==> src/rtl/core/tpps_pkg.sv <==
package tpps_pkg;

	localparam int REQ_W         = 28;
	localparam int FRAC_BITS     = 4;
	localparam int TARGET_W      = REQ_W + FRAC_BITS;
	localparam int CLK_W         = 16;
	localparam int MAX_SHIFT     = 8;
	localparam int TICK_W        = CLK_W + MAX_SHIFT;
	localparam int NUM_PRESCALER = 8;
	localparam int IDX_W         = 3;
	localparam int PR_W          = 16;
	localparam int ERROR_SHIFT   = 5;
	localparam int CNT_W         = $clog2(TARGET_W);

	localparam logic [CLK_W-1:0] CLK_PERIOD_RESET = 16'd200;

	typedef enum logic [1:0] {
		STATUS_OK        = 2'd0,
		STATUS_NO_FIT    = 2'd1,
		STATUS_ERR_LIMIT = 2'd2
	} status_t;

	// controller to datapath
	typedef struct packed {
		logic    load;
		logic    k_inc;
		logic    div_start;
		logic    div_step;
		logic    finish;
		status_t code;
	} dp_cmd_t;

	// datapath to controller
	typedef struct packed {
		logic fits;
		logic last_k;
		logic div_last;
		logic accept;
	} dp_sts_t;

	// prescaler set 1,2,4,8,16,32,64,256 as left shifts
	function automatic logic [3:0] prescale_shift(input logic [IDX_W-1:0] idx);
		logic [3:0] sh;
		begin
			unique case (idx)
				3'd0:    sh = 4'd0;
				3'd1:    sh = 4'd1;
				3'd2:    sh = 4'd2;
				3'd3:    sh = 4'd3;
				3'd4:    sh = 4'd4;
				3'd5:    sh = 4'd5;
				3'd6:    sh = 4'd6;
				default: sh = 4'd8;
			endcase
			return sh;
		end
	endfunction

endpackage

==> src/rtl/core/tpps_ctrl.sv <==
module tpps_ctrl (
	input  logic              clk,
	input  logic              arst_n,
	input  logic              start,
	input  tpps_pkg::dp_sts_t sts,
	output tpps_pkg::dp_cmd_t cmd,
	output logic              busy,
	output logic              done
);
	import tpps_pkg::*;

	typedef enum logic [1:0] {
		ST_IDLE,
		ST_SCAN,
		ST_DIV,
		ST_EVAL
	} state_t;

	state_t state_q;
	state_t state_d;
	logic   busy_q;
	logic   done_q;

	always_comb begin
		cmd     = '0;
		cmd.code = STATUS_OK;
		state_d = state_q;
		unique case (state_q)
			ST_IDLE: begin
				if (start) begin
					cmd.load = 1'b1;
					state_d  = ST_SCAN;
				end
			end
			ST_SCAN: begin
				// smallest prescaler whose period register reaches the target
				if (sts.fits) begin
					cmd.div_start = 1'b1;
					state_d       = ST_DIV;
				end else if (sts.last_k) begin
					cmd.finish = 1'b1;
					cmd.code   = STATUS_NO_FIT;
					state_d    = ST_IDLE;
				end else begin
					cmd.k_inc = 1'b1;
				end
			end
			ST_DIV: begin
				cmd.div_step = 1'b1;
				if (sts.div_last) begin
					state_d = ST_EVAL;
				end
			end
			ST_EVAL: begin
				if (sts.accept) begin
					cmd.finish = 1'b1;
					cmd.code   = STATUS_OK;
					state_d    = ST_IDLE;
				end else if (sts.last_k) begin
					cmd.finish = 1'b1;
					cmd.code   = STATUS_ERR_LIMIT;
					state_d    = ST_IDLE;
				end else begin
					cmd.k_inc     = 1'b1;
					cmd.div_start = 1'b1;
					state_d       = ST_DIV;
				end
			end
			default: begin
				state_d = ST_IDLE;
			end
		endcase
	end

	always_ff @(posedge clk or negedge arst_n) begin
		if (!arst_n) begin
			state_q <= ST_IDLE;
			busy_q  <= 1'b0;
			done_q  <= 1'b0;
		end else begin
			state_q <= state_d;
			busy_q  <= (state_d != ST_IDLE);
			done_q  <= cmd.finish;
		end
	end

	assign busy = busy_q;
	assign done = done_q;

endmodule

==> src/rtl/core/tpps_dp.sv <==
module tpps_dp #(
	parameter int TIMER_BITS = 16
) (
	input  logic                          clk,
	input  logic                          arst_n,
	input  tpps_pkg::dp_cmd_t             cmd,
	output tpps_pkg::dp_sts_t             sts,
	input  logic                          cfg_we,
	input  logic [tpps_pkg::CLK_W-1:0]    cfg_data,
	input  logic [tpps_pkg::REQ_W-1:0]    desired_period_ns,
	output logic [1:0]                    status,
	output logic [tpps_pkg::IDX_W-1:0]    prescale_idx,
	output logic [tpps_pkg::PR_W-1:0]     period_register
);
	import tpps_pkg::*;

	logic [CLK_W-1:0]    clk_period_q;
	logic [TARGET_W-1:0] target_q;
	logic [IDX_W-1:0]    k_q;
	logic [CNT_W-1:0]    cnt_q;
	logic [TARGET_W-1:0] dvd_q;
	logic [TARGET_W-1:0] quo_q;
	logic [TICK_W-1:0]   rem_q;
	logic [1:0]          status_q;
	logic [IDX_W-1:0]    index_q;
	logic [PR_W-1:0]     period_q;

	logic [TICK_W-1:0]   tick;
	logic [TARGET_W-1:0] reach;
	logic [TICK_W:0]     rem_sh;
	logic [TICK_W:0]     rem_diff;
	logic                rem_ge;
	logic [TICK_W-1:0]   err_up;
	logic [TICK_W-1:0]   err;
	logic                pick_upper;
	logic [TARGET_W-1:0] limit;
	logic [PR_W-1:0]     chosen;

	assign tick  = TICK_W'(clk_period_q) << prescale_shift(k_q);
	assign reach = target_q >> TIMER_BITS;

	// restoring divider, one quotient bit a cycle
	assign rem_sh   = {rem_q, dvd_q[TARGET_W-1]};
	assign rem_ge   = (rem_sh >= {1'b0, tick});
	assign rem_diff = rem_sh - {1'b0, tick};

	// remainder is the lower error, tick minus remainder the upper one
	assign err_up     = tick - rem_q;
	assign pick_upper = (err_up <= rem_q);
	assign err        = pick_upper ? err_up : rem_q;
	assign limit      = target_q >> ERROR_SHIFT;
	assign chosen     = pick_upper ? quo_q[PR_W-1:0] : (quo_q[PR_W-1:0] - PR_W'(1));

	assign sts.fits     = (reach < TARGET_W'(tick));
	assign sts.last_k   = (k_q == IDX_W'(NUM_PRESCALER - 1));
	assign sts.div_last = (cnt_q == '0);
	assign sts.accept   = (TARGET_W'(err) < limit);

	always_ff @(posedge clk or negedge arst_n) begin
		if (!arst_n) begin
			clk_period_q <= CLK_PERIOD_RESET;
			k_q          <= '0;
			cnt_q        <= '0;
		end else begin
			if (cfg_we) begin
				clk_period_q <= cfg_data;
			end
			if (cmd.load) begin
				k_q <= '0;
			end else if (cmd.k_inc) begin
				k_q <= k_q + IDX_W'(1);
			end
			if (cmd.div_start) begin
				cnt_q <= CNT_W'(TARGET_W - 1);
			end else if (cmd.div_step) begin
				cnt_q <= cnt_q - CNT_W'(1);
			end
		end
	end

	always_ff @(posedge clk) begin
		if (cmd.load) begin
			target_q <= {desired_period_ns, FRAC_BITS'(0)};
		end
		if (cmd.div_start) begin
			dvd_q <= target_q;
			rem_q <= '0;
		end else if (cmd.div_step) begin
			dvd_q <= dvd_q << 1;
			rem_q <= rem_ge ? rem_diff[TICK_W-1:0] : rem_sh[TICK_W-1:0];
			quo_q <= {quo_q[TARGET_W-2:0], rem_ge};
		end
		if (cmd.finish) begin
			status_q <= cmd.code;
			if (cmd.code == STATUS_OK) begin
				index_q  <= k_q;
				period_q <= chosen;
			end else begin
				index_q  <= '0;
				period_q <= '0;
			end
		end
	end

	assign status          = status_q;
	assign prescale_idx    = index_q;
	assign period_register = period_q;

endmodule

==> src/rtl/core/timer_prescaler_period_solver_core.sv <==
// timer prescaler and period register solver
//
// request channel: drive desired_period_ns and pulse start; the request is
// taken at a rising edge where start is high and busy is low. busy stays
// high until the answer has been produced.
// result channel: done is high for exactly one cycle with status,
// prescale_idx and period_register; the receiver cannot stall it and
// must take the result in that cycle. on a failure status the index and
// period register read zero.
// config channel: cfg_valid/cfg_ready/cfg_data writes the clock period
// (ns, 4 fraction bits); cfg_ready is always high. write only while idle.
// from the accepting edge, each prescaler is checked for reach in turn
// (up to 8), then each trial prescaler runs the 32-step shared restoring
// divider plus one error check; the longest run is when the first
// prescaler fits and all eight are tried.
// the divider sets the pace. one request is worked at a time; busy drops
// in the cycle done is shown, so the next request can be taken at the
// edge ending that cycle.
// reset: clock period returns to 200 (12.5 ns), controller goes idle.
module timer_prescaler_period_solver_core #(
	parameter int TIMER_BITS = 16
) (
	input  logic                          clk,
	input  logic                          arst_n,
	// request
	input  logic                          start,
	output logic                          busy,
	input  logic [tpps_pkg::REQ_W-1:0]    desired_period_ns,
	// configuration
	input  logic                          cfg_valid,
	output logic                          cfg_ready,
	input  logic [tpps_pkg::CLK_W-1:0]    cfg_data,
	// result
	output logic                          done,
	output logic [1:0]                    status,
	output logic [tpps_pkg::IDX_W-1:0]    prescale_idx,
	output logic [tpps_pkg::PR_W-1:0]     period_register
);
	import tpps_pkg::*;

	dp_cmd_t cmd;
	dp_sts_t sts;
	logic    cfg_we;

	// config register always accepts a write
	assign cfg_ready = 1'b1;
	assign cfg_we    = cfg_valid & cfg_ready;

	// sequencer: scan, divide, check error, next prescaler
	tpps_ctrl u_ctrl (
		.clk    (clk),
		.arst_n (arst_n),
		.start  (start),
		.sts    (sts),
		.cmd    (cmd),
		.busy   (busy),
		.done   (done)
	);

	// clock period register, shared divider, error check, result registers
	tpps_dp #(
		.TIMER_BITS (TIMER_BITS)
	) u_dp (
		.clk               (clk),
		.arst_n            (arst_n),
		.cmd               (cmd),
		.sts               (sts),
		.cfg_we            (cfg_we),
		.cfg_data          (cfg_data),
		.desired_period_ns (desired_period_ns),
		.status            (status),
		.prescale_idx      (prescale_idx),
		.period_register   (period_register)
	);

	// the result strobe never overlaps a request in flight
	a_done_not_busy: assert property (@(posedge clk) disable iff (!arst_n)
		done |-> !busy)
		else $error("done while busy");

	// an accepted request keeps the block busy in the next cycle
	a_start_busy: assert property (@(posedge clk) disable iff (!arst_n)
		(start && !busy) |=> busy)
		else $error("request accepted but block not busy");

	// failures carry zero index and period register
	a_fail_zero: assert property (@(posedge clk) disable iff (!arst_n)
		(done && status != STATUS_OK) |-> (prescale_idx == '0 && period_register == '0))
		else $error("failure result with nonzero fields");

	// no result without a request having been taken
	a_done_after_busy: assert property (@(posedge clk) disable iff (!arst_n)
		done |-> $past(busy))
		else $error("done without preceding work");

endmodule
==> config.mk <==
export PLATFORM = sky130hd
export DESIGN_NAME = timer_prescaler_period_solver_core
export DESIGN_NICKNAME = d
export VERILOG_FILES = /design/src/rtl/core/tpps_pkg.sv /design/src/rtl/core/tpps_ctrl.sv /design/src/rtl/core/tpps_dp.sv /design/src/rtl/core/timer_prescaler_period_solver_core.sv
export SDC_FILE = /design/constraint.sdc
export NUM_CORES = 1
export LEC_CHECK = 0
export BUFFER_PORTS_ARGS = -buffer_cell sky130_fd_sc_hd__buf_2
export CAP_MARGIN = 20
export CORE_MARGIN = 2
export CORE_UTILIZATION = 50
export DETAILED_ROUTE_END_ITERATION = 12
export PLACE_DENSITY_LB_ADDON = 0.3
export SETUP_SLACK_MARGIN = 0.2
export SLEW_MARGIN = 10
export SYNTH_ARGS = -nofsm -noshare
export SYNTH_HDL_FRONTEND = slang
export SYNTH_HIERARCHICAL = 1
export SYNTH_SLANG_ARGS = --single-unit
==> constraint.sdc <==
create_clock -name clk -period 9.3 [get_ports clk]
set_input_delay 0.93 -clock clk [delete_from_list [all_inputs] [get_ports clk]]
set_output_delay 0.93 -clock clk [all_outputs]
set_load 0.005 [all_outputs]
Word level (Yosys, flattened, before mapping) --
Cells that the tools add are included.
Word-level totals: register bits 148, bits of input ports 48, output and inout bits 24, word-level logic and storage cells 74
Cells by class: add/subtract/negate cells 5, magnitude comparators 4, equal/unequal tests 10, shifts and indexed selects 1, multiplexer cells 31, bitwise logic cells 1, reduce and logical (&&, ||, !) cells 8
Operator list (count):
- 32-bit 2-to-1 mux | 2
- 24-bit 2-to-1 mux | 2
- 24-bit subtractor | 2
- 4-bit case mux with 7 select lines | 1
- 24-bit by 27-bit < comparator with 1-bit output | 1
- 25-bit by 24-bit >= comparator with 1-bit output | 1
- 24-bit less-or-equal comparator | 1
- 16-bit by 24-bit < comparator with 1-bit output | 1
- 16-bit by 4-bit left shift with 24-bit output | 1
- 3-bit 2-to-1 mux | 6
- 16-bit 2-to-1 mux | 1
- 2-bit 2-to-1 mux | 8
- 16-bit by 1-bit subtractor with 16-bit output (second input constant) | 1
- 3-bit equality test (second input constant) | 4
- 5-bit 2-to-1 mux | 2
- 2-bit case mux with 4 select lines | 1
- 3-bit by 2-bit equality test with 1-bit output (second input constant) | 2
- 1-bit 2-to-1 mux | 6
- 3-bit case mux with 2 select lines | 1
- 2-bit nonzero test | 3
- 5-bit logical NOT | 1
- 5-bit by 1-bit subtractor with 5-bit output (second input constant) | 1
- 2-bit equality test (second input constant) | 2
- 2-bit logical NOT | 2
- other kinds (7) | 7

Longest topological paths before layout --
depth in word-level cells 11, gate-level depth with buffers 46, mapped depth without buffers 42

Hierarchy --
The synthesis kept the hierarchy.
Modules (own cells, without submodules):
- tpps_dp | times used 1, cells each 1106, area each 10805.4 um^2, seq. area each 3877.5 um^2
- tpps_ctrl | times used 1, cells each 24, area each 230.2 um^2, seq. area each 100.1 um^2
- timer_prescaler_period_solver_core | times used 1, cells each 2, area each 11.3 um^2, seq. area each 0.0 um^2

Least setup slack after synthesis --
No wires, ideal clock.
path kind register to register, start point register u_dp.k_q[0], end point register u_dp.period_q[0] (netlist: u_dp/period_register[0]), enable pin, library setup time 0.433 ns, arrival 9.094 ns, data required time 8.867 ns, setup slack -0.228 ns, cell stages (with the launch flop) 38, buffers on the path 4, clock period less this slack 9.528 ns, cells stage by stage dfrtp_1 -> ha_1 -> nor2b_2 -> or2_1 -> buf_2 -> buf_2 -> mux4_2 -> mux2i_1 -> nand2_1 -> o21a_1 -> ha_1 -> nand4_1 -> a2111oi_0 -> o21a_1 -> o21ai_0 -> a31oi_1 -> xor2_1 -> ha_1 -> [... 2 more ...] -> o221ai_1 -> a221o_1 -> o21ai_1 -> buf_2 -> clkbuf_1 -> nand2_1 -> o21ai_0 -> ha_1 -> a21o_1 -> a21o_1 -> a21o_1 -> a211oi_1 -> o31ai_1 -> nor4_1 -> nor3_1 -> o21ai_0 -> o21ai_0 -> a21boi_0
RTL lines:
- start: declaration | RTL line tpps_dp.sv:19 | logic [IDX_W-1:0] k_q;
- start signal: assignment | RTL line tpps_dp.sv:71 | k_q <= k_q + IDX_W'(1);
- end signal: assignment | RTL line tpps_dp.sv:97 | period_q <= chosen;
- end: declaration | RTL line tpps_dp.sv:26 | logic [PR_W-1:0] period_q;

==> results.toml <==
[sta]
rsz0062_at_grt = "false"
min_period_over_period_pct = 92.60
max_freq_ghz = 0.1161
setup-violations-final = 0
worst_pin_slew_ns = 0.8168
fin_worst_skew_ns = 0.01057
hold_ws_ns = 0.5072
hold_viol_final = 0
period_needed_ns = 8.612
maxSlewViolCount = 0
relSlewSlack_pct = 45.55

[floorplanning]
die_w_um = 152.6
placement_rows = 54
die-area_um2 = 23300
num_io_pins = 72
die_y_um = 152.6
start_util_pct = 50.78
core_area_um2 = 21760

[place]
portBuffers = 70
gp_congestion = 0.9840
place.detailed.hpwl_um = 20440

[flow_run]
drv_cap = 0

[worst_setup_path]
max_stage_delay_ns = 0.55
reg2reg_from = "u_dp/k_q[0]"
crit_arrival_ns = 8.80
end_kind = "flop"
cp-start-kind = "flop"
cp_max_fo = 28
cp_slowest_cell = "or4b_4"
crit_path_start = "u_dp/k_q[0]"
path_class = "reg2reg"
r2r_setup_slack_ns = 0.69
worstPathRequired_ns = 9.49

[clocking]
hold_buffers = 0
cts_tree = "done"
cts.sinks = 145
htree_num_levels = 4
clk_path_buf_depth = 2
clk_latency_ns = 0.43
cts_root_buf = "clkbuf_16"
path_clk_slew_ns = 0.07
cts_buffers = 17

[drt]
drt-wirelength-per-cell_um = 18.26
drcViolationCount = 0
drt-total-wl_um = 27300
drtPass1Iterations = 5
avgViaCountPerCell = 5.913
drtAntennaViolNets = 0
vias = 8840
drt_iter0_markers = 552

[finish]
syn_to_final_growth_pct = 13.42
drive_gt1_share_pct = 19.42
nets = 1371
fillers = 1886
n_antenna_cell = 0

[synth]
syn_inst = 1132
ys_seq_area_share_pct = 36.01
syn-num-nets = 1300
synth_edf_count = 93
synth.distinct_cells = 82
synthArstFlopShare_pct = 19.31
syn_avg_cell_area_um2 = 9.759
synth_flop_cell = "edfxtp_1"
ys_seq_elements = 145
mappedNetlistArea_um2 = 11050
synth_warnings = 6

[global_routing]
grt_antenna_before_repair = 0
grt_pass1_vias = 8447
grt_remaining_overflow = 0
grt_pass1_wl_um = 43490
grtUsageTotal_pct = 23.27
grt_max_degree = 48

[status]
outcome = "finished clean"

[hold_path]
min_path_type = "in2async"
## cell type report
cell class,instances,area [um^2],area share (%)
Clock buffer,17,425.4,3.395
Timing Repair Buffer,91,585.6,4.673
Inverter,103,386.6,3.086
Clock inverter,14,168.9,1.348
Multi-Input combinational cell,845,6635,52.96
Tap cell,280,350.3,2.796
Sequential cell,145,3978,31.75
## synth_stat cells (15+ instances only)
cell type	instances	area share (%)
nand4_1	21	1.2
a21oi_1	58	2.6
xnor2_1	37	2.9
a21o_1	26	1.8
inv_1	103	3.5
mux2i_1	43	3.9
dfrtp_1	25	5.7
nor2_1	90	3.1
a211oi_1	22	1.5
edfxtp_1	93	25
nor2b_1	15	0.85
o21a_1	23	1.6
xor2_1	18	1.4
nor3_1	18	0.82
dfxtp_1	24	4.3
o21ai_0	54	2.4
ha_1	118	13
clkbuf_1	20	0.68
mux2_2	51	5.2
nand2_1	70	2.4
## stage by stage
stage	utilization [%]	instances	setup WS, ns	area, um^2	TNS (ns)
floorplan	-	1132	0.3539	11050	0
global placement	53.92	1459	0.07089	11730	0
detailed placement	53.92	1459	-0.007523	11730	-0.01412
CTS	56.71	1490	0.2378	12340	0
global route	57.59	1495	0.1622	12530	0
finish	57.59	1495	0.6880	12530	0
## timing repair
action / 4_1_cts / 5_1_grt
endpoints found under the hold margin: 0 / 0
endpoints found under the setup margin: 119 / 147
gates cloned: 0 / 2
pin swaps: 0 / 9
resized for setup: 3 / 30
buffers inserted: 0 / 2
## final timing paths
path,to,depth (start not counted)
max,u_dp/dvd_q[6],37
max in group asynchronous,u_dp/clk_period_q[1],1
max reg2reg,u_dp/dvd_q[6],37
min in group clk,u_dp/quo_q[15],0
min,u_dp/cnt_q[4],1
min reg2reg,u_dp/quo_q[15],0
## flip-flops by register name, summed over array words and instances (netlist names), 2 cells and up
| register | count |
|---|---|
| u_dp/period_register | 16 |
| u_dp/quo_q | 16 |
| u_dp/prescale_idx | 3 |
| u_dp/k_q | 3 |
| u_dp/rem_q | 24 |
| u_dp/cnt_q | 5 |
| u_ctrl/state_q | 2 |
| u_dp/clk_period_q | 16 |
| u_dp/target_q | 28 |
| u_dp/dvd_q | 28 |
| u_dp/status | 2 |
## critical path: cells and delay by family (launching register included)
kind | cells | cell delay, ns
compound gates | 12 | 2.34
xor+xnor | 1 | 0.24
fa+ha+maj | 4 | 1.06
buf+inv | 5 | 0.86
flops | 1 | 0.42
mux | 1 | 0.38
simple gates | 14 | 3.03
## layout by cell type (no fill, tap or decap), drive strengths merged, types with 18 or more instances in the layout
master    n
nor3     18
inv     112
mux2     51
a21oi    59
a211oi   22
buf      90
mux2i    43
a21o     26
dfrtp    25
xor2     18
xnor2    37
o21a     23
o21ai    59
nor2     91
ha      118
nand2    71
nand4    21
clkbuf   18
edfxtp   93
dfxtp    24
## layer usage
layer | up-vias | global-route usage, % | routed length (um)
met5 | - | 0 | 0
met4 | 0 | 8.333 | 829
met3 | 51 | 3.527 | 1627
met2 | 297 | 36.79 | 12360
met1 | 4202 | 32.64 | 12480
li1 | 4290 | - | -
## kinds of logic after synthesis
kind of cell	synth area share (%)
other cells	0.03395
mux	10.93
flops	36.01
xor+xnor	4.564
simple gates	14.33
fa+ha+maj	13.73
compound gates	15.11
buf+inv	5.301
Power is not shown: default switching activity piles up to over one toggle a cycle in this logic, so the estimate is an artifact.
